**src/design/gcsp_pkg.sv**
```systemverilog
// Shared types, constants and the shelf placement function of the glyph cache shelf packer.
package gcsp_pkg;

  localparam int unsigned DEF_MAX_GLYPHS = 32;
  localparam int unsigned DEF_MAX_SIDE   = 4096;

  localparam int unsigned SIDE_W  = 13;
  localparam int unsigned DIM_W   = 12;
  localparam int unsigned CODE_W  = 32;
  localparam int unsigned FONT_W  = 8;
  localparam int unsigned COLOR_W = 32;
  localparam int unsigned GEN_W   = 8;
  localparam int unsigned OIDX_W  = 6;
  localparam int unsigned CFGI_W  = 2;
  // placement arithmetic is wide enough for fourteen doublings of a 13-bit side
  localparam int unsigned PW      = 28;
  localparam logic [3:0]  LAST_ITER = 4'd14;

  localparam logic [SIDE_W-1:0] RESET_SIDE = SIDE_W'(256);

  localparam logic [CFGI_W-1:0] REG_INIT_W = 2'd0;
  localparam logic [CFGI_W-1:0] REG_INIT_H = 2'd1;
  localparam logic [CFGI_W-1:0] REG_MONO   = 2'd2;

  typedef enum logic [2:0] {
    KIND_RELOC       = 3'd0,
    KIND_HIT         = 3'd1,
    KIND_PLACED      = 3'd2,
    KIND_FULL        = 3'd3,
    KIND_TOO_LARGE   = 3'd4,
    KIND_REPACK_FAIL = 3'd5
  } kind_e;

  typedef enum logic [1:0] {
    PS_CUR, PS_GROW, PS_REP_ENTRY, PS_REP_NEW
  } place_sel_e;

  typedef enum logic { IX_IDX, IX_COUNT } idx_sel_e;

  typedef enum logic [1:0] { POS_ZERO, POS_ENTRY, POS_PLACE } pos_sel_e;

  typedef enum logic [3:0] {
    ST_IDLE, ST_SEARCH, ST_FIT, ST_GROW, ST_CHECK, ST_REP1, ST_COMMIT, ST_REP2
  } state_e;

  typedef struct packed {
    logic       load;
    place_sel_e sel;
    logic       idx_clr;
    logic       idx_inc;
    logic       grow_init;
    logic       grow_step;
    logic       t_clr;
    logic       t_upd;
    logic       commit_new;
    logic       commit_grow;
    logic       write_reloc;
    logic       emit;
    kind_e      kind;
    idx_sel_e   isel;
    pos_sel_e   psel;
    logic       last;
  } gcsp_cmd_t;

  typedef struct packed {
    logic match;
    logic idx_lt_count;
    logic full;
    logic fit;
    logic grow_bad;
    logic iter_last;
    logic out_free;
  } gcsp_stat_t;

  typedef struct packed {
    logic          fit;
    logic [PW-1:0] px;
    logic [PW-1:0] py;
    logic [PW-1:0] cx;
    logic [PW-1:0] cy;
    logic [PW-1:0] sh;
  } place_t;

  function automatic place_t place_f(input logic [PW-1:0] cx, input logic [PW-1:0] cy,
                                     input logic [PW-1:0] sh, input logic [PW-1:0] wd,
                                     input logic [PW-1:0] ht, input logic [PW-1:0] w,
                                     input logic [PW-1:0] h);
    logic [PW-1:0] x;
    logic [PW-1:0] y;
    logic [PW-1:0] s;
    place_t        r;
    x = cx;
    y = cy;
    s = sh;
    if (x + w + PW'(2) > wd) begin
      x = '0;
      y = y + sh + PW'(2);
      s = h;
    end else if (h > s) begin
      s = h;
    end
    r.fit = !((x + w + PW'(2) > wd) || (y + h + PW'(2) > ht));
    r.px  = x + PW'(1);
    r.py  = y + PW'(1);
    r.cx  = x + w + PW'(2);
    r.cy  = y;
    r.sh  = s;
    return r;
  endfunction

endpackage

```
**src/design/gcsp_dp.sv**
```systemverilog
// Datapath: entry table, shelf cursor, atlas sides, placement unit and result register.
module gcsp_dp import gcsp_pkg::*; #(
  parameter int unsigned MAX_GLYPHS = DEF_MAX_GLYPHS,
  parameter int unsigned MAX_SIDE   = DEF_MAX_SIDE
) (
  input  logic                 clk_i,
  input  logic                 rst_ni,
  input  logic                 cfg_valid_i,
  input  logic [CFGI_W-1:0]    cfg_index_i,
  input  logic [SIDE_W-1:0]    cfg_data_i,
  input  logic [CODE_W-1:0]    glyph_code_i,
  input  logic [FONT_W-1:0]    font_index_i,
  input  logic [COLOR_W-1:0]   glyph_color_i,
  input  logic [DIM_W-1:0]     glyph_width_i,
  input  logic [DIM_W-1:0]     glyph_height_i,
  input  gcsp_cmd_t            cmd_i,
  output gcsp_stat_t           stat_o,
  output logic                 out_valid_o,
  input  logic                 out_ready_i,
  output logic [2:0]           result_kind_o,
  output logic [OIDX_W-1:0]    entry_index_o,
  output logic [SIDE_W-1:0]    x_pos_o,
  output logic [SIDE_W-1:0]    y_pos_o,
  output logic [SIDE_W-1:0]    atlas_width_o,
  output logic [SIDE_W-1:0]    atlas_height_o,
  output logic [GEN_W-1:0]     generation_o,
  output logic                 last_result_o
);

  localparam int unsigned IW = $clog2(MAX_GLYPHS + 1);
  localparam int unsigned AW = (MAX_GLYPHS > 1) ? $clog2(MAX_GLYPHS) : 1;

  logic [CODE_W-1:0]  entry_glyph  [MAX_GLYPHS];
  logic [FONT_W-1:0]  entry_font   [MAX_GLYPHS];
  logic [COLOR_W-1:0] entry_color  [MAX_GLYPHS];
  logic [DIM_W-1:0]   entry_width  [MAX_GLYPHS];
  logic [DIM_W-1:0]   entry_height [MAX_GLYPHS];
  logic [SIDE_W-1:0]  entry_x      [MAX_GLYPHS];
  logic [SIDE_W-1:0]  entry_y      [MAX_GLYPHS];

  logic [CODE_W-1:0]  code_q;
  logic [FONT_W-1:0]  font_q;
  logic [COLOR_W-1:0] color_q;
  logic [DIM_W-1:0]   w_q, h_q;

  logic [SIDE_W-1:0]  cur_w_q, cur_h_q;
  logic               mono_q;
  logic [IW-1:0]      count_q, idx_q;
  logic [SIDE_W-1:0]  cx_q, cy_q;
  logic [DIM_W-1:0]   sh_q;
  logic [GEN_W-1:0]   gen_q;
  logic [PW-1:0]      nw_q, nh_q, tcx_q, tcy_q, tsh_q;
  logic [3:0]         iter_q;

  logic [AW-1:0]      ra, wa;
  place_t             pl;
  logic [PW-1:0]      p_cx, p_cy, p_sh, p_wd, p_ht, p_w, p_h;

  assign ra = idx_q[AW-1:0];
  assign wa = count_q[AW-1:0];

  always_comb begin
    unique case (cmd_i.sel)
      PS_CUR: begin
        p_cx = PW'(cx_q);   p_cy = PW'(cy_q);   p_sh = PW'(sh_q);
        p_wd = PW'(cur_w_q); p_ht = PW'(cur_h_q);
        p_w  = PW'(w_q);    p_h  = PW'(h_q);
      end
      PS_GROW: begin
        p_cx = PW'(cx_q);   p_cy = PW'(cy_q);   p_sh = PW'(sh_q);
        p_wd = nw_q;        p_ht = nh_q;
        p_w  = PW'(w_q);    p_h  = PW'(h_q);
      end
      PS_REP_ENTRY: begin
        p_cx = tcx_q;       p_cy = tcy_q;       p_sh = tsh_q;
        p_wd = nw_q;        p_ht = nh_q;
        p_w  = PW'(entry_width[ra]);
        p_h  = PW'(entry_height[ra]);
      end
      default: begin
        p_cx = tcx_q;       p_cy = tcy_q;       p_sh = tsh_q;
        p_wd = nw_q;        p_ht = nh_q;
        p_w  = PW'(w_q);    p_h  = PW'(h_q);
      end
    endcase
    pl = place_f(p_cx, p_cy, p_sh, p_wd, p_ht, p_w, p_h);
  end

  always_comb begin
    stat_o.match        = (entry_glyph[ra] == code_q) && (entry_font[ra] == font_q) &&
                          (mono_q || (entry_color[ra] == color_q));
    stat_o.idx_lt_count = idx_q < count_q;
    stat_o.full         = count_q == IW'(MAX_GLYPHS);
    stat_o.fit          = pl.fit;
    stat_o.grow_bad     = (nw_q > PW'(MAX_SIDE)) || (nh_q > PW'(MAX_SIDE));
    stat_o.iter_last    = iter_q == LAST_ITER;
    stat_o.out_free     = !out_valid_o || out_ready_i;
  end

  // request capture and table contents: no reset
  always_ff @(posedge clk_i) begin
    if (cmd_i.load) begin
      code_q  <= glyph_code_i;
      font_q  <= font_index_i;
      color_q <= glyph_color_i;
      w_q     <= glyph_width_i;
      h_q     <= glyph_height_i;
    end
    if (cmd_i.commit_new) begin
      entry_glyph[wa]  <= code_q;
      entry_font[wa]   <= font_q;
      entry_color[wa]  <= color_q;
      entry_width[wa]  <= w_q;
      entry_height[wa] <= h_q;
      entry_x[wa]      <= pl.px[SIDE_W-1:0];
      entry_y[wa]      <= pl.py[SIDE_W-1:0];
    end
    if (cmd_i.write_reloc) begin
      entry_x[ra] <= pl.px[SIDE_W-1:0];
      entry_y[ra] <= pl.py[SIDE_W-1:0];
    end
    if (cmd_i.grow_init) begin
      nw_q   <= PW'(cur_w_q);
      nh_q   <= PW'(cur_h_q);
      iter_q <= '0;
    end else if (cmd_i.grow_step) begin
      nw_q   <= {nw_q[PW-2:0], 1'b0};
      nh_q   <= {nh_q[PW-2:0], 1'b0};
      iter_q <= iter_q + 4'd1;
    end
    if (cmd_i.t_clr) begin
      tcx_q <= '0;
      tcy_q <= '0;
      tsh_q <= '0;
    end else if (cmd_i.t_upd) begin
      tcx_q <= pl.cx;
      tcy_q <= pl.cy;
      tsh_q <= pl.sh;
    end
  end

  // the initial side registers only matter while the table is empty, so they
  // load the current sides directly
  always_ff @(posedge clk_i or negedge rst_ni) begin
    if (!rst_ni) begin
      mono_q   <= 1'b0;
      cur_w_q  <= RESET_SIDE;
      cur_h_q  <= RESET_SIDE;
      count_q  <= '0;
      idx_q    <= '0;
      cx_q     <= '0;
      cy_q     <= '0;
      sh_q     <= '0;
      gen_q    <= '0;
    end else begin
      if (cfg_valid_i) begin
        unique case (cfg_index_i)
          REG_INIT_W: begin
            if (count_q == '0) cur_w_q <= cfg_data_i;
          end
          REG_INIT_H: begin
            if (count_q == '0) cur_h_q <= cfg_data_i;
          end
          REG_MONO: mono_q <= cfg_data_i[0];
          default: ;
        endcase
      end
      if (cmd_i.idx_clr) begin
        idx_q <= '0;
      end else if (cmd_i.idx_inc) begin
        idx_q <= idx_q + IW'(1);
      end
      if (cmd_i.commit_new) begin
        count_q <= count_q + IW'(1);
        cx_q    <= pl.cx[SIDE_W-1:0];
        cy_q    <= pl.cy[SIDE_W-1:0];
        sh_q    <= pl.sh[DIM_W-1:0];
      end
      if (cmd_i.commit_grow) begin
        cur_w_q <= nw_q[SIDE_W-1:0];
        cur_h_q <= nh_q[SIDE_W-1:0];
        gen_q   <= gen_q + GEN_W'(1);
      end
    end
  end

  // result register
  always_ff @(posedge clk_i or negedge rst_ni) begin
    if (!rst_ni) begin
      out_valid_o <= 1'b0;
    end else if (cmd_i.emit) begin
      out_valid_o <= 1'b1;
    end else if (out_ready_i) begin
      out_valid_o <= 1'b0;
    end
  end

  always_ff @(posedge clk_i) begin
    if (cmd_i.emit) begin
      result_kind_o  <= cmd_i.kind;
      entry_index_o  <= (cmd_i.isel == IX_IDX) ? OIDX_W'(idx_q) : OIDX_W'(count_q);
      unique case (cmd_i.psel)
        POS_ENTRY: begin
          x_pos_o <= entry_x[ra];
          y_pos_o <= entry_y[ra];
        end
        POS_PLACE: begin
          x_pos_o <= pl.px[SIDE_W-1:0];
          y_pos_o <= pl.py[SIDE_W-1:0];
        end
        default: begin
          x_pos_o <= '0;
          y_pos_o <= '0;
        end
      endcase
      atlas_width_o  <= cur_w_q;
      atlas_height_o <= cur_h_q;
      generation_o   <= gen_q;
      last_result_o  <= cmd_i.last;
    end
  end

endmodule

```
**config.mk**
```make
export PLATFORM = sky130hd
export DESIGN_NAME = gcsp_dp
export DESIGN_NICKNAME = d
export VERILOG_FILES = /design/src/design/gcsp_pkg.sv /design/src/design/gcsp_dp.sv
export SDC_FILE = /design/constraint.sdc
export NUM_CORES = 2
export LEC_CHECK = 0
export BUFFER_PORTS_ARGS = -buffer_cell sky130_fd_sc_hd__buf_2
export CAP_MARGIN = 20
export CORE_ASPECT_RATIO = 1.75
export CORE_MARGIN = 2
export CORE_UTILIZATION = 62
export DETAILED_ROUTE_END_ITERATION = 10
export PLACE_DENSITY = 0.85
export SLEW_MARGIN = 30
export SYNTH_ARGS = -nofsm -noshare
export SYNTH_HDL_FRONTEND = slang
export SYNTH_SLANG_ARGS = --single-unit
```
**constraint.sdc**
```tcl
create_clock -name clk_i -period 17.2 [get_ports clk_i]
set_clock_uncertainty 0.15 [all_clocks]
set_input_delay 1.72 -clock clk_i [delete_from_list [all_inputs] [get_ports clk_i]]
set_output_delay 1.72 -clock clk_i [all_outputs]
set_load 0.01 [all_outputs]
```
; After elaboration in Yosys (flattened, before gate mapping)
; Memories as Yosys holds them, arrays and structs flattened.
; Index checks and enable logic that the tools add are counted.
[op_classes]
order_cmp = 7
reduce_logical = 22
eq_ne = 11
mux = 33
n_addsub = 14
[op_table]
columns = operator, n
row1 = $mux W28, 9
row2 = $mux W13, 11
row3 = $add A28 B2 Y28 const B, 4
row4 = $gt A28 B28 Y1, 4
row5 = $eq A32 B32 Y1, 2
row6 = $add A28 B12 Y28, 2
row7 = $add A28 B28 Y28, 2
row8 = $gt A28 B13 Y1 const B, 2
row9 = $pmux W13 S2, 2
row10 = $add A13 B1 Y13 const B, 2
row11 = $mux W12, 2
row12 = $mux W6, 3
row13 = $reduce_bool A2 Y1, 7
row14 = $add A6 B1 Y6 const B, 2
row15 = $add A8 B1 Y8 const B, 1
row16 = $eq A8 B8 Y1, 1
row17 = $eq A2 B1 Y1 const B, 3
row18 = $eq A2 B2 Y1 const B, 3
row19 = $eq A6 B6 Y1 const B, 1
row20 = $logic_not A6 Y1, 1
row21 = $lt A6 B6 Y1, 1
row22 = $mux W1, 6
row23 = $reduce_and A3 Y1, 2
row24 = $add A4 B1 Y4 const B, 1
row25 = other kinds (7), 13
[totals]
ff_bits = 396
n_memories = 7
elab_cells = 125
ramBits = 3904
in_bits = 135
[memory_table]
columns = name, words, word_bits, read_ports, rd_clocked_by_memory_dff, wr, line
row1 = entry_color, 32, 32, 1, 0, 1, gcsp_dp.sv:35  ; logic [COLOR_W-1:0] entry_color [MAX_GLYPHS];
row2 = entry_glyph, 32, 32, 1, 0, 1, gcsp_dp.sv:33  ; logic [CODE_W-1:0] entry_glyph [MAX_GLYPHS];
row3 = entry_x, 32, 13, 1, 0, 2, gcsp_dp.sv:38  ; logic [SIDE_W-1:0] entry_x [MAX_GLYPHS];
row4 = entry_y, 32, 13, 1, 0, 2, gcsp_dp.sv:39  ; logic [SIDE_W-1:0] entry_y [MAX_GLYPHS];
row5 = entry_height, 32, 12, 1, 0, 1, gcsp_dp.sv:37  ; logic [DIM_W-1:0] entry_height [MAX_GLYPHS];
row6 = entry_width, 32, 12, 1, 0, 1, gcsp_dp.sv:36  ; logic [DIM_W-1:0] entry_width [MAX_GLYPHS];
row7 = 1 more memories, -, -, -, -, -, -

; Logic depth before layout (Yosys ltp)
[depth]
depth_word = 12
mapped_depth = 64
depth_no_buf = 55

; Worst setup path after synthesis
; No wires, ideal clock.
[synth_timing]
path_type = in2out
start = input cmd_i[18] in the netlist's numbering
end = output stat_o[3] in the netlist's numbering
cell_stages = 55
slack_ns = 2.308
arrival_time_ns = 13.022
required_ns = 15.330
path_cell_list = clkbuf_1 -> clkbuf_1 -> buf_2 -> nand2b_1 -> clkbuf_1 -> clkbuf_1 -> nor2_1 -> a21oi_1 -> ha_1 -> inv_1 -> ha_1 -> fa_1 -> a21o_1 -> a21oi_1 -> o21bai_1 -> a21oi_1 -> o21bai_1 -> a21o_1 -> (+19 left out) -> o21a_1 -> o41ai_1 -> nor3_1 -> o22ai_1 -> nor4_1 -> xor2_1 -> ha_1 -> a21o_1 -> a21o_1 -> a21o_1 -> a21oi_1 -> nor2b_1 -> o21ai_0 -> nand2b_1 -> a221oi_1 -> o31ai_1 -> a22oi_1 -> buf_4
[synth_lines]
columns = item, line
row1 = "start, declared", gcsp_dp.sv:16  ; input gcsp_cmd_t cmd_i,
row2 = "end, declared", gcsp_dp.sv:17  ; output gcsp_stat_t stat_o,

==> impl_results.md <==
* Initial antenna violation count at 22
* Die area at between 200000 and 300000 um^2
* Setup crit start kind: flop
* Dominant combinational cell family by area after synthesis: multiplexers
* Synth Area in Simple Gates at 0.03216
* LEAKAGE at approximately 0.061 uW
* Met1 usage in global routing at 0.4336
* Syn Std Cell Area at between 150000 and 200000 um^2
* Crit share post-route at 0.9483
* Final Core Density at 0.6933
* Hold buffer count at CTS at 0
* Worst setup margin at 0.8896 ns
* Placed Instances at approximately 12000
* Syn Nets at 8959
* Max FO, Critical Path at 32
* # nets final at ~9400
* Drt via density at around 7.5
* Normalized max-slew margin at 0.1516
* Primary FF master, synth: edfxtp_1
* Sequential element share of the synthesized area at 0.7460
* Pwr/cell area at 151.8 nW/um^2
* Die width at 400.9 um
* Total GRT Usage at 0.3662
* Worst-Skew Late Latency at 0.96 ns
* CTS tree: built
* Final Hold Fails at 0
* Commonest non-fill, non-tap cell in the layout: edfxtp_1
* Core area at 275000 um^2
* Max Root-Sink Buffers at 4
* Area delta synth->final at 11.55%
* Synth warn at 0
* Top Ports at 213
* Post-synthesis adder-cell area fraction at 0.01774
* Worst Path Required at roughly 15 ns
* Worst Max-Slew Pin Slew at about 1.3 ns
* Row count at ~260
* # H-tree levels at 5
* Drt pass-1 iters at 8
* Port Buffers at around 210
* Most Crowded Layer GR: met2
* #FFs+latches synth at between 4000 and 5000
* Place WS at ~1.6 ns
* Vias in the first global route at between 90000 and 100k
* Fraction of registers with async set/reset at 0.02000
* Slowest-stage cell, CP: dfrtp_4
* Commonest cells after routing, fill and taps aside: edfxtp_1 (4096), mux4_2 (976), a22oi_1 (443)
* Setup violators final at 0
* CP arrival at 14.44 ns
* First-pass GRT wire length at 723200 um
* Total Wirelength at roughly 520000 um
* Die Y at around 700 um
* Slew Limit Fails at 0
* Largest net degree at the start of global routing at between 100 and 150
* Final min period at roughly 16 ns
* Setup TNS at 0 ns
* Peak VDD IR at between 0.2 and 0.25 mV
* GRT met2 Usage at 0.6094
* Total CTS buffers at 358
* Detailed-route via count at 96492
* Mux cell area share after synthesis at 0.1421
* Root Buffer: clkbuf_16
* Result of the run: complete, no violations
* Antenna-violating nets left at 0
* Final Non-Filler Cells at around 13000
* Compound-cell area share of the yosys netlist at 0.03852
* CP dominant cell by count: ha_1
* RSZ-0062 raised after global routing: no
* XOR/XNOR Fraction of Synth Area at 0.01050
* Mapped Cells at 8584
* Final HPWL DP at about 250000 um
* Fmax at about 61 MHz
* Cts repair resizes at 0
* Cell variety after synth at 88
* Crit end category: primary output
* Grt total ovfl at 0
* Critical setup path kind: reg2out
* Gp weighted congestion at 0.9051
* Layout cell share with drive strength beyond 1 at 0.2390
* CP peak stage delay at 0.78 ns
* Met3 Use GR at 0.07365
* Worst hold path type: reg2reg
* DRC viols at 0
* Initial core utilization at 0.6215
* Mean routed wirelength per cell at 40.37 um
* Initial DRC count at about 17000
* EDFF count, synth at 4096
* CTS clock-pin slew for the worst setup and hold paths at roughly 0.080 ns
* Max-cap viol count at 0
* Min Hold Slack at 0.3285 ns
* # clock sinks at 4300
* Postcts setup bufs at 0
* Syn avg cell area at roughly 20 um^2
[cells in the mapped netlist (all sizes together) (63+ instances only)]
cell    number  share of area
dfxtp      118          0.014
mux4       976           0.13
xor2        70         0.0036
edfxtp    4096           0.72
nand2      383         0.0084
buf        185         0.0051
xnor2      135         0.0069
ha         236          0.017
mux2        63         0.0042
nor2       318         0.0070
nand4      155         0.0057
mux2i      160         0.0094
clkbuf     268         0.0059
inv         86         0.0019
o21ai      117         0.0034
a22oi      443          0.019
nand3       65         0.0019
a21oi      104         0.0030
dfrtp       84          0.012
[final cells by class]
cell class / instances / area (um^2)
Fill cell: 15366 / 84350
Inverter: 86 / 325.3
Clock buffer: 428 / 9389
Antenna cell: 12 / 30.03
Tap cell: 3598 / 4502
Sequential cell: 4300 / 127500
Clock inverter: 209 / 2222
Timing Repair Buffer: 517 / 4442
Multi-Input combinational cell: 3745 / 42230
[power by group]
group	leakage (uW)	total [uW]	internal [uW]	switching [uW]
Sequential	0.0392	13700	13300	386
Combinational	0.0165	6730	2250	4480
Clock	0.00562	8480	4530	3950
[state kept, by name, indices dropped and copies added, names as in the netlist, 32 cells and up]
name / cells
entry_width: 384
entry_glyph: 1024
color_q: 32
entry_height: 384
entry_y: 416
entry_x: 416
entry_font: 256
code_q: 32
entry_color: 1024
[worst paths after layout]
kind                           start    endpoint  slack (ns)  cells after the start
min                        tcx_q[10]   tcx_q[10]        0.33                      2
max reg2reg                 idx_q[4]   tcx_q[20]        5.08                     37
max in group asynchronous     rst_ni    idx_q[1]       14.93                      2
max                         idx_q[4]   stat_o[3]        0.89                     53
min in group asynchronous     rst_ni  count_q[5]        0.60                      1
min reg2reg                tcx_q[10]   tcx_q[10]        0.33                      2
[worst max-delay path, delay by kind of cell, from the launching register on]
family	cells	cell delay (ns)
fa+ha+maj	7	2.27
xor+xnor	2	0.35
compound gates	24	5.74
buf+inv	7	1.25
simple gates	13	3.05
flops	1	0.78
[cells by family (layout without fill, tap and decap cells)]
family | count (synthesis) | after routing
compound gates | 939 | 939
xor+xnor | 205 | 205
fa+ha+maj | 240 | 240
buf+inv | 539 | 1240
flops | 4300 | 4300
mux | 1199 | 1199
other cells | 0 | 12
simple gates | 1162 | 1162
[per-layer routing]
metal  wire [um]  vias up
li1            -    36314
met1      152300    48379
met2      256200     9347
met3       66830     2436
met4       45050       16
met5          99        -
[stage by stage]
step / total power, uW / area, um^2
2_1_floorplan: 17800 / 170900
3_3_place_gp: 19900 / 177700
3_5_place_dp: 20290 / 177900
4_1_cts: 28670 / 189500
5_1_grt: 29660 / 190700
6_report: 28940 / 190700
(Power assumes the default switching activity.)
