===== config.mk =====
export PLATFORM = sky130hd
export DESIGN_NAME = gcsp_ctrl
export DESIGN_NICKNAME = d
export VERILOG_FILES = /design/src/design/gcsp_pkg.sv /design/src/design/gcsp_ctrl.sv
export SDC_FILE = /design/constraint.sdc
export NUM_CORES = 1
export LEC_CHECK = 0
export BUFFER_PORTS_ARGS = -buffer_cell sky130_fd_sc_hd__buf_4
export CAP_MARGIN = 0
export CORE_MARGIN = 3
export CORE_UTILIZATION = 45
export CTS_BUF_LIST = sky130_fd_sc_hd__clkbuf_4 sky130_fd_sc_hd__clkbuf_8
export DETAILED_ROUTE_END_ITERATION = 10
export HOLD_SLACK_MARGIN = 0.05
export PLACE_DENSITY = 0.77
export RECOVER_POWER = 25
export SETUP_SLACK_MARGIN = 0.5
export SLEW_MARGIN = 20
export SYNTH_ARGS = -nofsm -noshare
export SYNTH_HDL_FRONTEND = slang
export SYNTH_SLANG_ARGS = --single-unit

===== constraint.sdc =====
create_clock -name clk_i -period 1.7 [get_ports clk_i]
set_input_delay 0.085 -clock clk_i [delete_from_list [all_inputs] [get_ports clk_i]]
set_output_delay 0.085 -clock clk_i [all_outputs]
set_load 0.1 [all_outputs]

===== src/design/gcsp_pkg.sv =====
// Shared types, constants and the shelf placement function of the glyph cache shelf packer.
package gcsp_pkg;

  localparam int unsigned DEF_MAX_GLYPHS = 32;
  localparam int unsigned DEF_MAX_SIDE   = 4096;

  localparam int unsigned SIDE_W  = 13;
  localparam int unsigned DIM_W   = 12;
  localparam int unsigned CODE_W  = 32;
  localparam int unsigned FONT_W  = 8;
  localparam int unsigned COLOR_W = 32;
  localparam int unsigned GEN_W   = 8;
  localparam int unsigned OIDX_W  = 6;
  localparam int unsigned CFGI_W  = 2;
  // placement arithmetic is wide enough for fourteen doublings of a 13-bit side
  localparam int unsigned PW      = 28;
  localparam logic [3:0]  LAST_ITER = 4'd14;

  localparam logic [SIDE_W-1:0] RESET_SIDE = SIDE_W'(256);

  localparam logic [CFGI_W-1:0] REG_INIT_W = 2'd0;
  localparam logic [CFGI_W-1:0] REG_INIT_H = 2'd1;
  localparam logic [CFGI_W-1:0] REG_MONO   = 2'd2;

  typedef enum logic [2:0] {
    KIND_RELOC       = 3'd0,
    KIND_HIT         = 3'd1,
    KIND_PLACED      = 3'd2,
    KIND_FULL        = 3'd3,
    KIND_TOO_LARGE   = 3'd4,
    KIND_REPACK_FAIL = 3'd5
  } kind_e;

  typedef enum logic [1:0] {
    PS_CUR, PS_GROW, PS_REP_ENTRY, PS_REP_NEW
  } place_sel_e;

  typedef enum logic { IX_IDX, IX_COUNT } idx_sel_e;

  typedef enum logic [1:0] { POS_ZERO, POS_ENTRY, POS_PLACE } pos_sel_e;

  typedef enum logic [3:0] {
    ST_IDLE, ST_SEARCH, ST_FIT, ST_GROW, ST_CHECK, ST_REP1, ST_COMMIT, ST_REP2
  } state_e;

  typedef struct packed {
    logic       load;
    place_sel_e sel;
    logic       idx_clr;
    logic       idx_inc;
    logic       grow_init;
    logic       grow_step;
    logic       t_clr;
    logic       t_upd;
    logic       commit_new;
    logic       commit_grow;
    logic       write_reloc;
    logic       emit;
    kind_e      kind;
    idx_sel_e   isel;
    pos_sel_e   psel;
    logic       last;
  } gcsp_cmd_t;

  typedef struct packed {
    logic match;
    logic idx_lt_count;
    logic full;
    logic fit;
    logic grow_bad;
    logic iter_last;
    logic out_free;
  } gcsp_stat_t;

  typedef struct packed {
    logic          fit;
    logic [PW-1:0] px;
    logic [PW-1:0] py;
    logic [PW-1:0] cx;
    logic [PW-1:0] cy;
    logic [PW-1:0] sh;
  } place_t;

  function automatic place_t place_f(input logic [PW-1:0] cx, input logic [PW-1:0] cy,
                                     input logic [PW-1:0] sh, input logic [PW-1:0] wd,
                                     input logic [PW-1:0] ht, input logic [PW-1:0] w,
                                     input logic [PW-1:0] h);
    logic [PW-1:0] x;
    logic [PW-1:0] y;
    logic [PW-1:0] s;
    place_t        r;
    x = cx;
    y = cy;
    s = sh;
    if (x + w + PW'(2) > wd) begin
      x = '0;
      y = y + sh + PW'(2);
      s = h;
    end else if (h > s) begin
      s = h;
    end
    r.fit = !((x + w + PW'(2) > wd) || (y + h + PW'(2) > ht));
    r.px  = x + PW'(1);
    r.py  = y + PW'(1);
    r.cx  = x + w + PW'(2);
    r.cy  = y;
    r.sh  = s;
    return r;
  endfunction

endpackage


===== src/design/gcsp_ctrl.sv =====
// Sequencer for search, placement, growth and the two repack passes.
module gcsp_ctrl import gcsp_pkg::*; (
  input  logic       clk_i,
  input  logic       rst_ni,
  input  logic       in_valid_i,
  output logic       in_ready_o,
  input  gcsp_stat_t stat_i,
  output gcsp_cmd_t  cmd_o
);

  state_e state_q, state_d;

  always_ff @(posedge clk_i or negedge rst_ni) begin
    if (!rst_ni) begin
      state_q <= ST_IDLE;
    end else begin
      state_q <= state_d;
    end
  end

  always_comb begin
    state_d    = state_q;
    in_ready_o = 1'b0;
    cmd_o      = '0;
    cmd_o.sel  = PS_CUR;
    cmd_o.kind = KIND_HIT;
    cmd_o.isel = IX_COUNT;
    cmd_o.psel = POS_ZERO;
    unique case (state_q)
      ST_IDLE: begin
        in_ready_o = 1'b1;
        if (in_valid_i) begin
          cmd_o.load    = 1'b1;
          cmd_o.idx_clr = 1'b1;
          state_d       = ST_SEARCH;
        end
      end
      ST_SEARCH: begin
        if (stat_i.idx_lt_count) begin
          if (stat_i.match) begin
            cmd_o.kind = KIND_HIT;
            cmd_o.isel = IX_IDX;
            cmd_o.psel = POS_ENTRY;
            cmd_o.last = 1'b1;
            if (stat_i.out_free) begin
              cmd_o.emit = 1'b1;
              state_d    = ST_IDLE;
            end
          end else begin
            cmd_o.idx_inc = 1'b1;
          end
        end else if (stat_i.full) begin
          cmd_o.kind = KIND_FULL;
          cmd_o.last = 1'b1;
          if (stat_i.out_free) begin
            cmd_o.emit = 1'b1;
            state_d    = ST_IDLE;
          end
        end else begin
          state_d = ST_FIT;
        end
      end
      ST_FIT: begin
        cmd_o.sel = PS_CUR;
        if (stat_i.fit) begin
          cmd_o.kind = KIND_PLACED;
          cmd_o.psel = POS_PLACE;
          cmd_o.last = 1'b1;
          if (stat_i.out_free) begin
            cmd_o.emit       = 1'b1;
            cmd_o.commit_new = 1'b1;
            state_d          = ST_IDLE;
          end
        end else begin
          cmd_o.grow_init = 1'b1;
          state_d         = ST_GROW;
        end
      end
      ST_GROW: begin
        cmd_o.sel = PS_GROW;
        if (stat_i.fit || stat_i.iter_last) begin
          state_d = ST_CHECK;
        end else begin
          cmd_o.grow_step = 1'b1;
        end
      end
      ST_CHECK: begin
        cmd_o.sel = PS_GROW;
        if (!stat_i.fit || stat_i.grow_bad) begin
          cmd_o.kind = KIND_TOO_LARGE;
          cmd_o.last = 1'b1;
          if (stat_i.out_free) begin
            cmd_o.emit = 1'b1;
            state_d    = ST_IDLE;
          end
        end else begin
          cmd_o.t_clr   = 1'b1;
          cmd_o.idx_clr = 1'b1;
          state_d       = ST_REP1;
        end
      end
      ST_REP1: begin
        // dry run: all old entries and then the new glyph must fit
        cmd_o.sel = stat_i.idx_lt_count ? PS_REP_ENTRY : PS_REP_NEW;
        if (!stat_i.fit) begin
          cmd_o.kind = KIND_REPACK_FAIL;
          cmd_o.last = 1'b1;
          if (stat_i.out_free) begin
            cmd_o.emit = 1'b1;
            state_d    = ST_IDLE;
          end
        end else if (stat_i.idx_lt_count) begin
          cmd_o.t_upd   = 1'b1;
          cmd_o.idx_inc = 1'b1;
        end else begin
          state_d = ST_COMMIT;
        end
      end
      ST_COMMIT: begin
        cmd_o.commit_grow = 1'b1;
        cmd_o.t_clr       = 1'b1;
        cmd_o.idx_clr     = 1'b1;
        state_d           = ST_REP2;
      end
      ST_REP2: begin
        cmd_o.psel = POS_PLACE;
        if (stat_i.idx_lt_count) begin
          cmd_o.sel  = PS_REP_ENTRY;
          cmd_o.kind = KIND_RELOC;
          cmd_o.isel = IX_IDX;
          if (stat_i.out_free) begin
            cmd_o.emit        = 1'b1;
            cmd_o.t_upd       = 1'b1;
            cmd_o.write_reloc = 1'b1;
            cmd_o.idx_inc     = 1'b1;
          end
        end else begin
          cmd_o.sel  = PS_REP_NEW;
          cmd_o.kind = KIND_PLACED;
          cmd_o.last = 1'b1;
          if (stat_i.out_free) begin
            cmd_o.emit       = 1'b1;
            cmd_o.commit_new = 1'b1;
            state_d          = ST_IDLE;
          end
        end
      end
      default: state_d = ST_IDLE;
    endcase
  end

endmodule


==> results.json, run 1 <==
{
  "status": "did not finish",
  "stop_stage": "clock tree synthesis",
  "firstError": "[ERROR DPL-0038] Utilization greater than 100%, impossible to legalize",
  "clockBufferDepth": 2,
  "synth_edf_count": 0,
  "synth.top_cells.by_area": "dfrtp_1, nand2_1, buf_2",
  "cts_resized": 93,
  "async_flop_share_pct": 100,
  "die_x_um": 44.8,
  "yosys.cell_types.count": 45,
  "dieHeight_um": 44.8,
  "synth.largest_area_cell": "dfrtp_1",
  "start_util_pct": 50.0,
  "synth_top_area_share_pct": 14.8,
  "routabilityCongestion": 0.892,
  "synth-seq-cells": 4,
  "hold_buffers": 1,
  "ys.flop_type": "dfrtp_1",
  "clock-root-buffer": "clkbuf_4",
  "syn_nets": 105,
  "dp_hpwl_um": 2330,
  "yosysSeqAreaShare_pct": 14.8,
  "num_rows": 13,
  "h-tree-depth": 1,
  "cts_num_sinks": 4,
  "syn_avg_cell_area_um2": 7.11,
  "synthCells": 95,
  "syn-cell-area_um2": 676,
  "postCtsSetupRepairBufs": 17,
  "ys_warn_count": 0,
  "io_pins": 31,
  "numPortBuffers": 30,
  "cts_buffers": 3
}
-- synth_stat cells (2+ instances only) --
cell type	count
o41ai_1	2
o21ai_1	2
a211o_1	2
nand2_1	12
buf_6	2
or2_1	3
nand3_1	4
nand2b_1	3
nor2_1	8
o31a_1	2
buf_2	6
and2_1	2
a21oi_1	5
nor4_1	4
and3_1	2
nand4b_1	2
inv_1	3
dfrtp_1	4
-- kinds of logic after synthesis --
kind of cell              share of synthesized area, %
AOI/OAI and AO/OA                                 33.5
xor gates and xnor gates                          1.30
buffers and inverters                             10.6
DFF                                               14.8
other                                            0.555
and+or+nand+nor                                   39.3
-- stage by stage --
step	instance area [µm²]	std cells	util (%)	setup WS [ns]	hold slack, ns
after detailed placement	1230	157	90.8	-0.135	-0.117
after floorplan	875	95	-	-1.37	-0.211
after global placement	1230	157	90.8	-0.0787	-0.121
==> run 2, diff against run 1 <==
CORE_AREA = 3 3 64 66   (was default)
CORE_MARGIN = default   (was 3)
CORE_UTILIZATION = default   (was 45)
CTS_BUF_LIST = default   (was sky130_fd_sc_hd__clkbuf_4 sky130_fd_sc_hd__clkbuf_8)
DIE_AREA = 0 0 67 69   (was default)
HOLD_SLACK_MARGIN = default   (was 0.05)
PLACE_DENSITY = default   (was 0.77)
PLACE_DENSITY_LB_ADDON = 0.15   (was default)
SETUP_SLACK_MARGIN = default   (was 0.5)
==> results.json, run 2 <==
{
  "synthXorXnorAreaFrac_pct": 1.30,
  "pwr_density_cell_nw_per_um2": 289,
  "grt_overflow": 0,
  "setup_ws_ns": -0.294,
  "p_int_w": 0.000399,
  "synth_edf_count": 0,
  "path_delay_family": "simple AND/OR/NAND/NOR gates",
  "synthCells": 95,
  "drc": 0,
  "rrSetupSlack_ns": -0.16,
  "largest_register": "state_q",
  "areaGrowthSynthToFinish_pct": 209,
  "cts_tree": "done",
  "syn_nets": 105,
  "synthAdderAreaFrac_pct": 0,
  "core_region_area_um2": 3630,
  "status": "complete, but fails checks",
  "crit_slowest_cell": "or4b_4",
  "p_leak_nw": 0.843,
  "critPathLaunch": "state_q[1]$_DFFE_PN0P_",
  "clock-root-buffer": "clkbuf_8",
  "drt_iter0_markers": 50,
  "worstSetupStartpointType": "flip-flop",
  "period_minus_slack_ns": 1.99,
  "ys.flop_type": "dfrtp_1",
  "hold_viol_final": 0,
  "drive_above_1_share_pct": 79.3,
  "cp-end-kind": "output port",
  "die_x_um": 67,
  "totalWireLength_um": 3460,
  "routed_via_density": 4.85,
  "setup_viol": 16,
  "grt_pass1_vias": 1172,
  "numPortBuffers": 30,
  "yosysMostFrequentCell": "nand2_1",
  "h-tree-depth": 1,
  "io_pins": 31,
  "max_freq_mhz": 501,
  "synth_top_area_share_pct": 14.8,
  "swShare_pct": 33.9,
  "final_cell_mix": "buf_4, buf_6, buf_12",
  "critPathMaxFanout": 2,
  "synth.largest_area_cell": "dfrtp_1",
  "seq_power_share_pct": 17.0,
  "yosys.cell_types.count": 45,
  "start_util_pct": 18.6,
  "r2r_start": "state_q[2]$_DFFE_PN0P_",
  "clk_pin_slew_worst_paths_ns": 0.03,
  "synth_top_family_by_area": "simple AND/OR/NAND/NOR gates",
  "grt_setup_unrepaired": "true",
  "violations": "setup timing",
  "worstSetupPathType": "flip-flop to output port",
  "path_cells": "or4b_4 -> a21oi_2 -> nor2_2 -> a221oi_4 -> buf_12",
  "power_frac_clock_pct": 32.1,
  "skew_ns": 0.000687,
  "yosysSeqAreaShare_pct": 14.8,
  "wire_per_inst_um": 15.2,
  "ant_nets": 0,
  "dr.pass1.iters": 4,
  "cts_buffers": 3,
  "critPathBufInv": 1,
  "syn-cell-area_um2": 676,
  "die-area_um2": 4620,
  "crit_arrival_ns": 1.91,
  "synthMuxAreaShare_pct": 0,
  "cts_num_sinks": 4,
  "p_sw_w": 0.000205,
  "largest_register_ffs": 4,
  "grt_max_degree": 15,
  "finish.utilization_pct": 57.4,
  "synth_compound_area_share_pct": 33.5,
  "final_max_slew_viol_count": 0,
  "synthSimpleGateAreaFrac_pct": 39.3,
  "min_path_type": "input port to asynchronous set/reset pin",
  "diodes": 0,
  "syn_avg_cell_area_um2": 7.11,
  "clockBufferDepth": 2,
  "ir_worst_vdd_mv": 0.322,
  "vias": 1102,
  "routabilityCongestion": 0.764,
  "synth-seq-cells": 4,
  "power_frac_comb_pct": 50.9,
  "finalCritPeriodShare_pct": 117,
  "dieHeight_um": 69,
  "clock_latency_ns": 0.21,
  "antenna_found_initial": 0,
  "top_regs": "state_q x4",
  "grt_pass1_wl_um": 5550,
  "dp_hpwl_um": 2260,
  "synthTopCellsByCount": "nand2_1, nor2_1, buf_2",
  "track_usage_pct": 15.1,
  "worstPathRequired_ns": 1.62,
  "place_ws_ns": -0.139,
  "slowest_delay_ns": 0.55,
  "nNetsFinal": 191,
  "final_common_cell": "buf_4",
  "async_flop_share_pct": 100,
  "num_rows": 22,
  "drv_cap": 0,
  "ys_warn_count": 0,
  "synth.top_cells.by_area": "dfrtp_1, nand2_1, buf_2"
}
[run 2: routing by layer]
layer / share of wire (%) / GRT usage (%)
met5: 0 / 0
met4: 1.6 / 4.50
met3: 2.2 / 0.814
met2: 57 / 27.8
met1: 39 / 18.2
[run 2: final timing paths]
kind | to | cells past startpoint
worst max-delay path | cmd_o[7] | 5
worst min-delay path | state_q[3]$_DFFE_PN0P_ | 2
worst max register to register | state_q[0]$_DFFE_PN0P_ | 6
worst min register to register | state_q[2]$_DFFE_PN0P_ | 3
max in group asynchronous | state_q[0]$_DFFE_PN0P_ | 2
min in group clk_i | state_q[2]$_DFFE_PN0P_ | 4
[run 2: per-stage QoR]
step                      cells  TNS [ns]  instance area, µm²  total power [W]  hold WS, ns
after floorplan              95     -9.81                 848         0.000235       -0.211
after global placement      197    -0.290                1310         0.000304       -0.119
after detailed placement    197    -0.368                1310         0.000304       -0.118
after CTS                   225     -1.89                2030         0.000603        0.191
after global routing        227     -2.68                2090         0.000632        0.252
final                       227     -1.63                2090         0.000604        0.223
[run 2: power groups by stage]
| stage | Combinational (W) | Sequential, W | Clock [W] |
|---|---|---|---|
| floorplan | 0.000132 | 0.000103 | 0 |
| global placement | 0.000201 | 0.000103 | 0 |
| detailed placement | 0.000201 | 0.000103 | 0 |
| CTS | 0.000299 | 0.000102 | 0.000203 |
| global route | 0.000322 | 0.000103 | 0.000206 |
| finish | 0.000307 | 0.000103 | 0.000194 |
[run 2: kinds of logic after synthesis]
family | after synthesis
flip-flops | 4
AND/OR/NAND/NOR | 48
AO/OA/AOI/OAI | 28
buffers and inverters | 13
other | 1
XOR/XNOR | 1
[run 2: layout make-up]
class | instances | area [µm²]
well taps | 48 | 60.1
multi-input cells | 78 | 852
repair buffers | 90 | 1010
inverters | 4 | 22.5
flip-flops and latches | 4 | 101
fillers | 321 | 1550
clock buffers | 3 | 41.3
[run 2: what timing repair did]
action                     in CTS  in global routing
pin swaps                      23                 13
hold buffers                    1                  0
setup buffers                  26                  3
hold endpoints to repair        4                  0
resized for setup             105                 14
setup endpoints to repair      20                 23
[run 2: worst register-to-register path, delay by kind of cell (launching register included)]
family                 cells  cell delay [ns]
DFF                        1             0.35
and+or+nand+nor            2             0.58
buffers and inverters      2             0.30
AOI/OAI and AO/OA          2             0.49
(Power assumes the default switching activity.)
==> run 3, diff against run 2 <==
CORE_AREA = 2 2 63 65   (was 3 3 64 66)
DIE_AREA = 0 0 65 67   (was 0 0 67 69)
RECOVER_POWER = 100   (was 25)
==> results.json, run 3 (synthesized netlist as in run 2, its figures left out) <==
{
  "status": "complete, but fails checks",
  "violations": "setup timing",
  "grt_pass1_wl_um": 4770,
  "cts_num_sinks": 4,
  "worstPathRequired_ns": 1.62,
  "fin_tns_setup_ns": -2.40,
  "final_cell_mix": "buf_4, buf_12, buf_6",
  "skew_ns": 0.00415,
  "grt_overflow": 0,
  "dieHeight_um": 67,
  "die_x_um": 65,
  "antenna_found_initial": 0,
  "final_max_slew_viol_count": 0,
  "min_path_type": "input port to asynchronous set/reset pin",
  "grt_max_degree": 19,
  "path_cells": "buf_4 -> buf_12 -> clkinvlp_4 -> a2111oi_4 -> nor2_2 -> a221oi_4 -> buf_12",
  "pwr_density_cell_nw_per_um2": 298,
  "crit_slowest_cell": "dfrtp_1",
  "worstSetupStartpointType": "flip-flop",
  "drc": 0,
  "track_usage_pct": 14.5,
  "p_leak_nw": 0.770,
  "dp_hpwl_um": 2220,
  "h-tree-depth": 1,
  "largest_register": "state_q",
  "cp-end-kind": "output port",
  "hold_viol_final": 0,
  "place_area_um2": 1310,
  "grt_setup_unrepaired": "true",
  "diodes": 0,
  "wire_per_inst_um": 14.6,
  "largest_register_ffs": 4,
  "ant_nets": 0,
  "cts_buffers": 3,
  "max_freq_mhz": 503,
  "clockBufferDepth": 2,
  "cts_tree": "done",
  "die-area_um2": 4360,
  "routed_via_density": 4.75,
  "clock-root-buffer": "clkbuf_8",
  "drt_iter0_markers": 21,
  "totalWireLength_um": 3190,
  "final_common_cell": "buf_4",
  "clk_pin_slew_worst_paths_ns": 0.03,
  "setup_ws_ns": -0.287,
  "critPathMaxFanout": 8,
  "hold_slack_ns": 0.214,
  "io_pins": 31,
  "slowest_delay_ns": 0.35,
  "dp_cells": 198,
  "worstSetupPathType": "flip-flop to output port",
  "numPortBuffers": 30,
  "drv_cap": 0,
  "start_util_pct": 18.7,
  "clock_latency_ns": 0.22,
  "drive_above_1_share_pct": 74.7,
  "top_regs": "state_q x4",
  "period_minus_slack_ns": 1.99,
  "setup_viol": 20,
  "nNetsFinal": 182,
  "routabilityCongestion": 0.846,
  "cp_common_cell": "buf_12",
  "crit_arrival_ns": 1.90,
  "ir_worst_vdd_mv": 0.279,
  "fin_cells": 218,
  "place_ws_ns": -0.140,
  "final_area_um2": 1930,
  "grt_pass1_vias": 968,
  "core_region_area_um2": 3610,
  "num_rows": 22,
  "fillCellCount": 343,
  "areaGrowthSynthToFinish_pct": 186,
  "finalCritPeriodShare_pct": 117,
  "dr.pass1.iters": 4,
  "vias": 1035
}
## run 3: changes by cell type in the layout (fill, tap and decap cells not counted), sizes merged
cell,delta
buf,-9
## run 3: final timing paths
check | depth (start not counted) | startpoint | to | slack [ns]
setup / recovery | 7 | state_q[2]$_DFFE_PN0P_ | cmd_o[7] | -0.29
hold / removal | 2 | rst_ni | state_q[1]$_DFFE_PN0P_ | 0.21
setup reg to reg | 8 | state_q[2]$_DFFE_PN0P_ | state_q[0]$_DFFE_PN0P_ | -0.21
hold reg to reg | 3 | state_q[0]$_DFFE_PN0P_ | state_q[0]$_DFFE_PN0P_ | 0.84
max in group asynchronous | 2 | rst_ni | state_q[0]$_DFFE_PN0P_ | 1.29
min in group clk_i | 5 | in_valid_i | state_q[1]$_DFFE_PN0P_ | 0.40
## run 3: what timing repair did
action | 4_1_cts | 5_1_grt
buffers inserted | 2 | 14
gates resized for setup | 48 | 58
hold buffers | 1 | 0
endpoints found under the hold margin | 4 | 0
pin swaps | 7 | 10
gates cloned | 0 | 0
endpoints found under the setup margin | 19 | 21
## run 3: cell type report
type	count	area [µm²]	share of cell area (%)
timing repair buffer	81	880	45.6
multi-input combinational	78	825	42.7
sequential	4	101	5.25
tap	48	60.1	3.11
clock buffer	3	41.3	2.14
inverter	4	22.5	1.17
## run 3: metrics by stage
stage | util [%] | power (W)
4_1_cts | 43.6 | 0.000535
3_3_place_gp | 36.3 | 0.000300
2_1_floorplan | - | 0.000235
3_5_place_dp | 36.3 | 0.000300
5_1_grt | 53.5 | 0.000599
6_report | 53.5 | 0.000575
## run 3: power by group
part           leakage (nW)  total (W)  switching, W  internal, W
Clock                0.0216   0.000207     0.0000558     0.000151
Combinational         0.697   0.000266      0.000148     0.000117
Sequential           0.0515   0.000102    0.00000252    0.0000991
Total                 0.770   0.000575      0.000207     0.000368
## run 3: worst max-delay path, delay by kind of cell (launching register included)
family                 cells  cell delay, ns
flip-flops                 1            0.35
buffers and inverters      4            0.57
AO/OA/AOI/OAI              2            0.66
AND/OR/NAND/NOR            1            0.09
## run 3: per-layer routing
layer	GRT usage (%)	wire length [µm]	up-vias
met5	0	0	-
met4	6.38	55	0
met3	1.69	127	5
met2	25.0	1680	28
met1	18.0	1330	488
li1	-	-	514
